[src/hw/rtl/jlvs_pkg.sv]
`timescale 1ns / 1ps
// ----------------------------------------------------------------------------
// jlvs_pkg
// Shared types, codes and helpers of the jerk-limited velocity smoother.
// ----------------------------------------------------------------------------
package jlvs_pkg;

  // One input item.
  typedef struct packed {
    logic signed [31:0] target_velocity;
    logic [30:0]        accel_bound;
    logic [30:0]        brake_bound;
    logic [30:0]        jerk_bound;
    logic [16:0]        tick_period;
  } in_t;

  // One result item.
  typedef struct packed {
    logic signed [31:0] command_velocity;
    logic signed [31:0] env_target;
    logic signed [31:0] achieved_acceleration;
    logic signed [31:0] achieved_jerk;
    logic [1:0]         limit_reason;
  } out_t;

  // Request to the shared divide / square root unit.
  typedef struct packed {
    logic start;
    logic sqrt_mode;
  } iter_req_t;

  // Binding limit codes.
  localparam logic [1:0] REASON_NONE  = 2'd0;
  localparam logic [1:0] REASON_VEL   = 2'd1;
  localparam logic [1:0] REASON_ACCEL = 2'd2;
  localparam logic [1:0] REASON_JERK  = 2'd3;

  // Configuration register indexes.
  localparam logic [1:0] CFG_MIN_VELOCITY = 2'd0;
  localparam logic [1:0] CFG_MAX_VELOCITY = 2'd1;
  localparam logic [1:0] CFG_SNAP_LEVEL   = 2'd2;

  // Configuration reset values.
  localparam logic signed [31:0] MIN_VELOCITY_RESET = -32'sd65536;
  localparam logic signed [31:0] MAX_VELOCITY_RESET = 32'sd65536;
  localparam logic [15:0]        SNAP_LEVEL_RESET   = 16'd66;

  // Step counts of the iterative unit.
  localparam logic [5:0] DIV_STEPS  = 6'd49;
  localparam logic [5:0] SQRT_STEPS = 6'd34;

  // Saturate a sign and 49-bit magnitude to 32-bit signed.
  function automatic logic signed [31:0] sat_mag(input logic neg, input logic [48:0] mag);
    logic signed [31:0] r;
    if (neg) begin
      if (mag > 49'h0_8000_0000) r = 32'sh8000_0000;
      else r = 32'(-mag);
    end else begin
      if (mag > 49'h0_7FFF_FFFF) r = 32'sh7FFF_FFFF;
      else r = mag[31:0];
    end
    return r;
  endfunction

  // Saturate a 36-bit signed value to 32-bit signed.
  function automatic logic signed [31:0] sat_wide(input logic signed [35:0] v);
    logic signed [31:0] r;
    if (v[35:31] == 5'b00000 || v[35:31] == 5'b11111) r = v[31:0];
    else if (v[35]) r = 32'sh8000_0000;
    else r = 32'sh7FFF_FFFF;
    return r;
  endfunction

endpackage

[src/hw/rtl/jlvs_mul.sv]
`timescale 1ns / 1ps
// ----------------------------------------------------------------------------
// jlvs_mul
// Shared unsigned multiplier with a registered product.
// ----------------------------------------------------------------------------
module jlvs_mul import jlvs_pkg::*; (
  input  logic        clk,
  input  logic [33:0] a,
  input  logic [33:0] b,
  output logic [67:0] prod
);

  // The product is ready in the cycle after the operands are shown.
  always_ff @(posedge clk) begin
    prod <= a * b;
  end

endmodule

[config.mk]
export PLATFORM = sky130hd
export DESIGN_NAME = jlvs_mul
export DESIGN_NICKNAME = d
export VERILOG_FILES = /design/src/hw/rtl/jlvs_pkg.sv /design/src/hw/rtl/jlvs_mul.sv
export SDC_FILE = /design/constraint.sdc
export NUM_CORES = 2
export LEC_CHECK = 0
export BUFFER_PORTS_ARGS = -buffer_cell sky130_fd_sc_hd__buf_2
export CORE_MARGIN = 5
export CORE_UTILIZATION = 34
export DETAILED_ROUTE_END_ITERATION = 8
export PLACE_DENSITY_LB_ADDON = 0.1
export SYNTH_ARGS = -nofsm -noshare
export SYNTH_HDL_FRONTEND = slang
export SYNTH_SLANG_ARGS = --single-unit
[constraint.sdc]
create_clock -name clk -period 9.9 [get_ports clk]
set_clock_uncertainty 0.05 [all_clocks]
set_input_delay 2.97 -clock clk [delete_from_list [all_inputs] [get_ports clk]]
set_output_delay 2.97 -clock clk [all_outputs]
set_load 0.02 [all_outputs]
==> key figures <==
Run status
  • Status: completed

Floorplan
  • Die Area: around 120,000 um^2
  • I/O Pins: 137
  • Std cell rows: approximately 120
  • Die Y: around 350 um
  • Initial Util: 34.4%
  • Die X: between 300 and 400 um
  • Core Footprint: between 100,000 and 150,000 um^2

Route
  • DRT Pass-1 Iters: 5
  • Number of routed nets with antenna violations: 0
  • WL/cell: 19.4 um
  • Vias: ~29,000
  • Vias/cell: 4.61
  • DR iter-0 viols: 1,098
  • DRT Wirelength: 120,000 um
  • Drt drc: 0

GRT
  • Antenna violations before repair: 2
  • Pin count of the biggest net entering global routing: 23
  • Vias in the first global route: roughly 32,000
  • Grt ovf: 0
  • GR Util All Layers: just over 20%
  • First-pass GRT wire length: ~190,000 um

Synth
  • Yosys top cell area share: between 50% and 60%
  • Syn nets: approximately 5,700
  • Flops & latches, synth: between 60 and 70
  • Mapped Cells: approximately 4,300
  • Yosys top cell by area: fa_1
  • Number of enable flip-flop cells after synthesis: 0
  • Post-Syn Area: ~39,000 um^2
  • Most used DFF post-synth: dfxtp_1
  • Leading post-synthesis cells by cell area: fa_1 53%, inv_1 10%, ha_1 9.2%
  • Async S/R FF share, synth: 0%
  • Register area share after synthesis: 3.51%
  • Synth cell types: 65
  • Warnings, synthesis: 0
  • Synthesized area per cell: 9.04 um^2

Clock tree
  • Clk root buf: clkbuf_16
  • Clock slew seen by the registers of the worst setup and hold paths: about 60 ps
  • TritonCTS clock tree: built
  • CTS Buf Count: 9
  • CTS Buffer Depth: 2
  • Clk sink count: 68
  • Hold Buf Count CTS: 0
  • Max H-tree Level: 3

Worst setup path
  • WP data required: about 10,000 ps
  • Crit. End Element: register
  • Critical path fanouts, max: 11
  • Critical Path AT: around 10000 ps
  • Critical path origin: a[5]
  • Crit Path Category: in2reg
  • CP startpoint kind: input port

Layout
  • Biggest regs: prod (68)
  • Most frequent cells in the layout: 1,019 x inv_1, 994 x fa_1, 728 x nand2_1, 497 x and2_1, 440 x buf_4
  • Fraction of layout cells with a size suffix above 1: roughly 16%
  • Nets: ~6,100
  • Synth-to-Final Area Change: 18.0%
  • Commonest non-fill, non-tap cell in the layout: inv_1
  • Largest register by flop count: prod
  • Number of flip-flops under the largest register name: approximately 70

Run
  • Maxcap violations: 0

Worst hold path
  • Hold Crit Depth: 4
  • Worst hold path type: in2reg
  • Hold_sp: b[1]

Placement
  • Number of port buffers: ~140
  • Final HPWL DP: ~110,000 um
  • Routability cong.: 0.858

Timing
  • Tightest Pin Transition: between 500 and 600 ps
  • Final worst path period share: a little over nine tenths
  • Peak Freq: 102 MHz
  • Post-route setup TNS: 0 ps
  • Setup violations, final: 0
  • Max_slew headroom: roughly three fifths
  • Slew Viols, Final: 0
  • Minimum clock period: slightly below 10,000 ps
  • Hold Violations, Final: 0
  • RSZ-0062 raised after global routing: yes
-- worst max-delay path: stages --
cell	delay, ps
buf_6	140
buf_6	130
buf_4	140
and2_1	160
fa_1	480
fa_1	520
fa_2	670
fa_1	470
fa_2	630
fa_1	450
fa_1	570
inv_2	40
fa_1	510
inv_2	50
ha_4	250
nand4_1	180
nor4_4	300
buf_4	160
nand2_2	50
a211oi_2	230
a31oi_2	110
a21oi_2	310
a31oi_4	180
buf_4	170
xnor2_1	110
-- kinds of logic after synthesis --
logic type      count (synthesis)  share of synthesized area (%)
fa+ha+maj                    1304                           61.9
xor+xnor                       66                           1.49
simple gates                 1359                           16.9
buf+inv                      1263                           12.5
compound gates                226                           3.73
flops                          68                           3.51
mux                             1                         0.0258
-- Yosys cell counts, types with 6 or more instances --
| cell type | instances |
|---|---|
| a211oi_1 | 9 |
| a21o_1 | 21 |
| a21oi_1 | 77 |
| a31oi_1 | 7 |
| and2_1 | 504 |
| buf_2 | 6 |
| buf_6 | 8 |
| clkbuf_1 | 213 |
| dfxtp_1 | 68 |
| fa_1 | 1020 |
| ha_1 | 284 |
| inv_1 | 1029 |
| nand2_1 | 729 |
| nand3_1 | 8 |
| nand4_1 | 20 |
| nor2_1 | 53 |
| nor2b_1 | 6 |
| nor3_1 | 12 |
| o21ai_0 | 44 |
| o21ai_1 | 17 |
| o21bai_1 | 13 |
| xnor2_1 | 43 |
| xor2_1 | 23 |
-- cell type report --
class,count,area (um^2)
fillers,11600,67100
multi-input cells,2956,33100
repair buffers,627,5180
inverters,1029,3860
well taps,1500,1880
flip-flops and latches,68,1360
clock buffers,12,256
clock inverters,4,47.5
diodes,1,2.50
-- what timing repair did --
item,CTS,global route
setup endpoints to repair,16,35
cloned,0,1
buffers inserted,0,22
pin swaps,2,87
gates resized for setup,21,256
-- final timing paths --
check,end,slack (ps)
worst max-delay path,prod[59]$_DFF_P_,110
worst min-delay path,prod[1]$_DFF_P_,3270
-- per-stage QoR --
stage / util (%) / std cells / setup slack, ps / cell area [um^2] / hold WS (ps)
after detailed placement: 39.2 / 6160 / -536 / 44200 / 3340
after floorplan: - / 4287 / 216 / 38800 / 3050
final: 40.5 / 6197 / 108 / 45700 / 3270
after global placement: 39.2 / 6160 / -536 / 44200 / 3340
after CTS: 39.6 / 6176 / -21.6 / 44600 / 3310
after global routing: 40.5 / 6196 / -95.3 / 45700 / 3280
-- routing by layer --
layer | global-route usage, % | up-vias | wire [um]
li1 | - | 13100 | -
met1 | 25.5 | 14900 | 49700
met2 | 37.9 | 420 | 64800
met3 | 2.07 | 103 | 3270
met4 | 3.81 | 2 | 2550
met5 | 0 | - | 13
Power is not shown: default switching activity piles up to over one toggle a cycle in this logic, so the estimate is an artifact.
