`src/hw/rtl/jlvs_pkg.sv`:
```
`timescale 1ns / 1ps
// ----------------------------------------------------------------------------
// jlvs_pkg
// Shared types, codes and helpers of the jerk-limited velocity smoother.
// ----------------------------------------------------------------------------
package jlvs_pkg;

  // One input item.
  typedef struct packed {
    logic signed [31:0] target_velocity;
    logic [30:0]        accel_bound;
    logic [30:0]        brake_bound;
    logic [30:0]        jerk_bound;
    logic [16:0]        tick_period;
  } in_t;

  // One result item.
  typedef struct packed {
    logic signed [31:0] command_velocity;
    logic signed [31:0] env_target;
    logic signed [31:0] achieved_acceleration;
    logic signed [31:0] achieved_jerk;
    logic [1:0]         limit_reason;
  } out_t;

  // Request to the shared divide / square root unit.
  typedef struct packed {
    logic start;
    logic sqrt_mode;
  } iter_req_t;

  // Binding limit codes.
  localparam logic [1:0] REASON_NONE  = 2'd0;
  localparam logic [1:0] REASON_VEL   = 2'd1;
  localparam logic [1:0] REASON_ACCEL = 2'd2;
  localparam logic [1:0] REASON_JERK  = 2'd3;

  // Configuration register indexes.
  localparam logic [1:0] CFG_MIN_VELOCITY = 2'd0;
  localparam logic [1:0] CFG_MAX_VELOCITY = 2'd1;
  localparam logic [1:0] CFG_SNAP_LEVEL   = 2'd2;

  // Configuration reset values.
  localparam logic signed [31:0] MIN_VELOCITY_RESET = -32'sd65536;
  localparam logic signed [31:0] MAX_VELOCITY_RESET = 32'sd65536;
  localparam logic [15:0]        SNAP_LEVEL_RESET   = 16'd66;

  // Step counts of the iterative unit.
  localparam logic [5:0] DIV_STEPS  = 6'd49;
  localparam logic [5:0] SQRT_STEPS = 6'd34;

  // Saturate a sign and 49-bit magnitude to 32-bit signed.
  function automatic logic signed [31:0] sat_mag(input logic neg, input logic [48:0] mag);
    logic signed [31:0] r;
    if (neg) begin
      if (mag > 49'h0_8000_0000) r = 32'sh8000_0000;
      else r = 32'(-mag);
    end else begin
      if (mag > 49'h0_7FFF_FFFF) r = 32'sh7FFF_FFFF;
      else r = mag[31:0];
    end
    return r;
  endfunction

  // Saturate a 36-bit signed value to 32-bit signed.
  function automatic logic signed [31:0] sat_wide(input logic signed [35:0] v);
    logic signed [31:0] r;
    if (v[35:31] == 5'b00000 || v[35:31] == 5'b11111) r = v[31:0];
    else if (v[35]) r = 32'sh8000_0000;
    else r = 32'sh7FFF_FFFF;
    return r;
  endfunction

endpackage

```
`src/hw/rtl/jlvs_iter.sv`:
```
`timescale 1ns / 1ps
// ----------------------------------------------------------------------------
// jlvs_iter
// Shared bit-serial unit: restoring divide (one quotient bit per cycle) or
// floor square root (one root bit per cycle) through one subtract-compare.
// ----------------------------------------------------------------------------
module jlvs_iter import jlvs_pkg::*; (
  input  logic        clk,
  input  logic        rst,
  input  iter_req_t   req,
  input  logic [67:0] operand,
  input  logic [16:0] divisor,
  output logic        done,
  output logic [48:0] result
);

  logic        busy;
  logic        sqrt_mode;
  logic [5:0]  count;
  logic [67:0] src;
  logic [37:0] rem;
  logic [16:0] dvs;
  logic [37:0] shifted;
  logic [37:0] sub;
  logic [38:0] diff;
  logic        fits;

  // Bring down the next digit and try the subtraction.
  always_comb begin
    if (sqrt_mode) begin
      shifted = {rem[35:0], src[67:66]};
      sub     = {2'b00, result[33:0], 2'b01};
    end else begin
      shifted = {rem[36:0], src[67]};
      sub     = {21'd0, dvs};
    end
    diff = {1'b0, shifted} - {1'b0, sub};
    fits = !diff[38];
  end

  // Step sequencing.
  always_ff @(posedge clk) begin
    if (rst) begin
      busy <= 1'b0;
      done <= 1'b0;
    end else begin
      done <= 1'b0;
      if (req.start) begin
        busy      <= 1'b1;
        sqrt_mode <= req.sqrt_mode;
        count     <= req.sqrt_mode ? SQRT_STEPS : DIV_STEPS;
        src       <= operand;
        rem       <= '0;
        result    <= '0;
        dvs       <= divisor;
      end else if (busy) begin
        rem    <= fits ? diff[37:0] : shifted;
        result <= {result[47:0], fits};
        src    <= sqrt_mode ? {src[65:0], 2'b00} : {src[66:0], 1'b0};
        count  <= count - 6'd1;
        if (count == 6'd1) begin
          busy <= 1'b0;
          done <= 1'b1;
        end
      end
    end
  end

endmodule

```
`config.mk`:
```
export PLATFORM = sky130hd
export DESIGN_NAME = jlvs_iter
export DESIGN_NICKNAME = d
export VERILOG_FILES = /design/src/hw/rtl/jlvs_pkg.sv /design/src/hw/rtl/jlvs_iter.sv
export SDC_FILE = /design/constraint.sdc
export NUM_CORES = 1
export LEC_CHECK = 0
export BUFFER_PORTS_ARGS = -buffer_cell sky130_fd_sc_hd__buf_2
export CORE_ASPECT_RATIO = 1.4
export CORE_MARGIN = 10
export CORE_UTILIZATION = 59
export CTS_CLUSTER_SIZE = 16
export DETAILED_ROUTE_END_ITERATION = 10
export GPL_ROUTABILITY_DRIVEN = 0
export PLACE_DENSITY_LB_ADDON = 0.12
export REMOVE_ABC_BUFFERS = 1
export SLEW_MARGIN = 5
export SYNTH_ARGS = -nofsm -noshare
export SYNTH_HDL_FRONTEND = slang
export SYNTH_SLANG_ARGS = --single-unit
```
`constraint.sdc`:
```
create_clock -name clk -period 13.62 [get_ports clk]
set_input_delay 2.724 -clock clk [delete_from_list [all_inputs] [get_ports clk]]
set_output_delay 2.724 -clock clk [all_outputs]
set_load 0.02 [all_outputs]
```
==> run summary <==
The number of global-route vias before repair is 7,542. The per-cell via count in the routed design came out at about 5.6. The cell sitting at the root of the clock tree is a sky130_fd_sc_hd__clkbuf_16. The final-report hold violation count came out at 0. The setup skew after layout is ~0.0093 ns.

The worst-margin pin slew is slightly below 1 ns. In the synthesized netlist the dominant register cell turns out to be sky130_fd_sc_hd__edfxtp_1. Hold is met by between 0.5 and 0.6 ns. The average instance area after synthesis came out at 10.8 µm². The number of buffers inserted to repair setup after CTS is 0. The total length of routed wires came out at about 22 mm. The number of hold buffers added after CTS was 0. 139 I/O pins were placed. The number of enable-type register cells in the synthesized netlist is between 150 and 200. The number of DRC violations after detailed-routing iteration 0 came out at roughly 480. In this design, the largest share of critical-path delay is due to buffers and inverters.

The count of vias placed by the detailed router came out at about 7,500. Among all cell types in the netlist, the one instantiated most often is sky130_fd_sc_hd__edfxtp_1. The synthesized instance count is about 970. The number of antenna diodes is 0. The most numerous cell type found on the critical path is sky130_fd_sc_hd__buf_4. Once detail routing completed, the nets flagged for antenna violations numbered 0. The cell row count is 57.

The worst setup path is launched from an input port. The count of pins over their slew limit is 0. Once placement finished, the instance area stood at approximately 11,000 µm². The mapped cell area is roughly 10,000 µm². The post-placement setup slack came out at about 7.7 ns. For this run, the number of standard cells in the final layout without fillers is about 1,300. The share of the synthesized area in the top cell type is 51.3%. The net total in the final layout is around 1,200. The CTS tree is built. The period utilization came out at approximately 40%. The sequential element share of the synthesized area is around 52%. The largest stage delay on the critical path is between 0.8 and 0.9 ns.

The number of buffer and inverter stages on the critical path came out at 3. The initial utilization of the core area, before any placement, comes to around three fifths. Once layout is complete, the utilization of the core stands at 68.1%.

Of all nets on the critical path, the largest fanout is 76. The placeable core region is 17,300 µm². The power density over the cells came out at roughly 140 nW/µm². TritonCTS created 17 clock buffers. The die covers between 20,000 and 25,000 µm². The final worst-path setup slack is between 8 and 9 ns.

The flow ran to the end, and the final reports show no timing, DRC or antenna violations. The wire-length estimate of the detail-placed layout is 15.3 mm. The count of maximum capacitance violations came out at 0. The maximum buffer depth of the clock tree came out at 2. The number of instances in the placed design came out at 1,291. STA classifies the critical path endpoint as a flip-flop. After synthesis, the most frequently instantiated cells are sky130_fd_sc_hd__edfxtp_1, sky130_fd_sc_hd__nand2_1, sky130_fd_sc_hd__mux2i_1, sky130_fd_sc_hd__o21ai_0, sky130_fd_sc_hd__a21oi_1. The data arrival time at the worst-slack endpoint is approximately 5.5 ns. The horizontal die dimension is 132 µm. The post-cts gate resize count came out at 0. In the final timing run, aggregate negative setup slack is 0 ns.

Traced cell by cell, the critical path runs through buf_6, nor2_1, nor2_4, buf_4, buf_4. Yosys printed 0 warnings. The overall die height is about 180 µm.

Overall power consumption after layout is estimated at 1.62 mW. The fraction of registers with async set/reset came out at 0%. Dividing the detail-routed wire length by the instance count gives around 17 µm. The total global routing overflow came out at 0. The cell taking the most area after synthesis is sky130_fd_sc_hd__edfxtp_1.

Setup repair after global routing left no endpoint under its margin. The global-route wire length before repair came out at about 36 mm. The H-tree was split into 4 levels. The total number of clock tree sinks came out at 180. The total of buffers placed on input and output ports came out at between 100 and 150.

The number of detailed-routing iterations run before antenna repair is 5. The share of final-layout standard cells stronger than drive strength 1 came out at 20.3%. The type of the worst setup path is input port to flip-flop. The leakage dissipation is 4.78 nW. The DRC violations left is 0. The area growth from synthesis to layout is 13.2%. Global routing used between 10% and 20% of the available tracks. The endpoint required time on the critical path came out at 13.68 ns. After synthesis, the cell types taking the most area are sky130_fd_sc_hd__edfxtp_1, sky130_fd_sc_hd__mux2i_1, sky130_fd_sc_hd__nand2_1.

The class of the tightest hold or removal check is flip-flop to flip-flop. The routed design could run at a clock period as short as 5.44 ns. For this design, the slowest cell found on the critical path is sky130_fd_sc_hd__buf_4. IR analysis of the VDD net gives a maximum drop of between 80 and 90 µV. The worst slew slack as a fraction of its limit came out at between 30% and 40%. The clock transition time at the flip-flop clock pins of the worst setup and hold paths is about 0.06 ns. Entering global routing, the biggest net connects between 100 and 150 pins. The initial antenna violation count is 0. Setup violations remaining at the end of the flow were counted as 0. The final design instance area without fill is 11,800 µm². The clock latency reported for the late side of the worst-skew pair came out at about 0.44 ns. Timing would allow up to between 150 and 200 MHz. The synthesis-stage register bit count came out at 180. After synthesis, the netlist uses 65 different library cells.
==> sequential cells by signal, indices dropped and copies added (netlist names) <==
signal	flops
busy	1
count	6
done	1
dvs	17
rem	37
result	49
sqrt_mode	1
src	68
==> worst reg2reg max path: cells and delay by family, from the launching register on <==
kind / cells / cell delay (ns)
muxes: 1 / 0.26
buffers and inverters: 2 / 0.89
DFF: 1 / 0.38
adders and majority gates: 2 / 0.67
AOI/OAI and AO/OA: 6 / 1.46
and+or+nand+nor: 3 / 0.87
==> cells by family (layout without fill, tap and decap cells) <==
group / count (synthesis) / count (layout) / synth area share, %
buffers and inverters: 69 / 190 / 2.75
adders and majority gates: 39 / 39 / 4.75
AOI/OAI and AO/OA: 215 / 215 / 12.6
muxes: 121 / 121 / 12.0
DFF: 180 / 180 / 51.6
xor gates and xnor gates: 35 / 35 / 2.94
and+or+nand+nor: 307 / 307 / 13.3
==> power by group <==
part,switching (mW),total [mW],internal [mW]
Clock,0.210,0.463,0.253
Sequential,0.0244,0.700,0.675
Combinational,0.265,0.459,0.194
==> metal layers <==
layer,vias to the layer above,routed length [µm],GRT usage (%)
met5,-,0,0
met4,0,310,6.07
met3,22,729,3.37
met2,133,11900,33.4
met1,3564,9140,22.0
li1,3740,-,-
==> layout by cell type, fill, tap and decap left out, types with 17 or more instances in the layout <==
cell and instances:
sky130_fd_sc_hd__nor2_1 35, sky130_fd_sc_hd__a21oi_1 66, sky130_fd_sc_hd__mux2_2 35, sky130_fd_sc_hd__xnor2_1 24
sky130_fd_sc_hd__edfxtp_1 178, sky130_fd_sc_hd__clkbuf_16 17, sky130_fd_sc_hd__buf_2 137, sky130_fd_sc_hd__o21ai_0 85
sky130_fd_sc_hd__nor2b_1 50, sky130_fd_sc_hd__mux2i_1 86, sky130_fd_sc_hd__ha_1 38, sky130_fd_sc_hd__nand2_1 176
==> worst paths after layout <==
| check | start | end | slack (ns) | cells past startpoint |
|---|---|---|---|---|
| worst min-delay path | busy | done | 0.51 | 1 |
| worst max register to register | sqrt_mode | rem[20] | 8.94 | 14 |
| worst max-delay path | req[1] | count[1] | 8.18 | 5 |
| worst min register to register | busy | done | 0.51 | 1 |
==> cell type report <==
class	instances	area (µm²)
inverters	12	45.0
fillers	1407	5530
well taps	236	295
clock buffers	21	440
multi-input cells	717	4770
clock inverters	11	104
flip-flops and latches	180	5390
repair buffers	146	769
(Power assumes the default switching activity.)
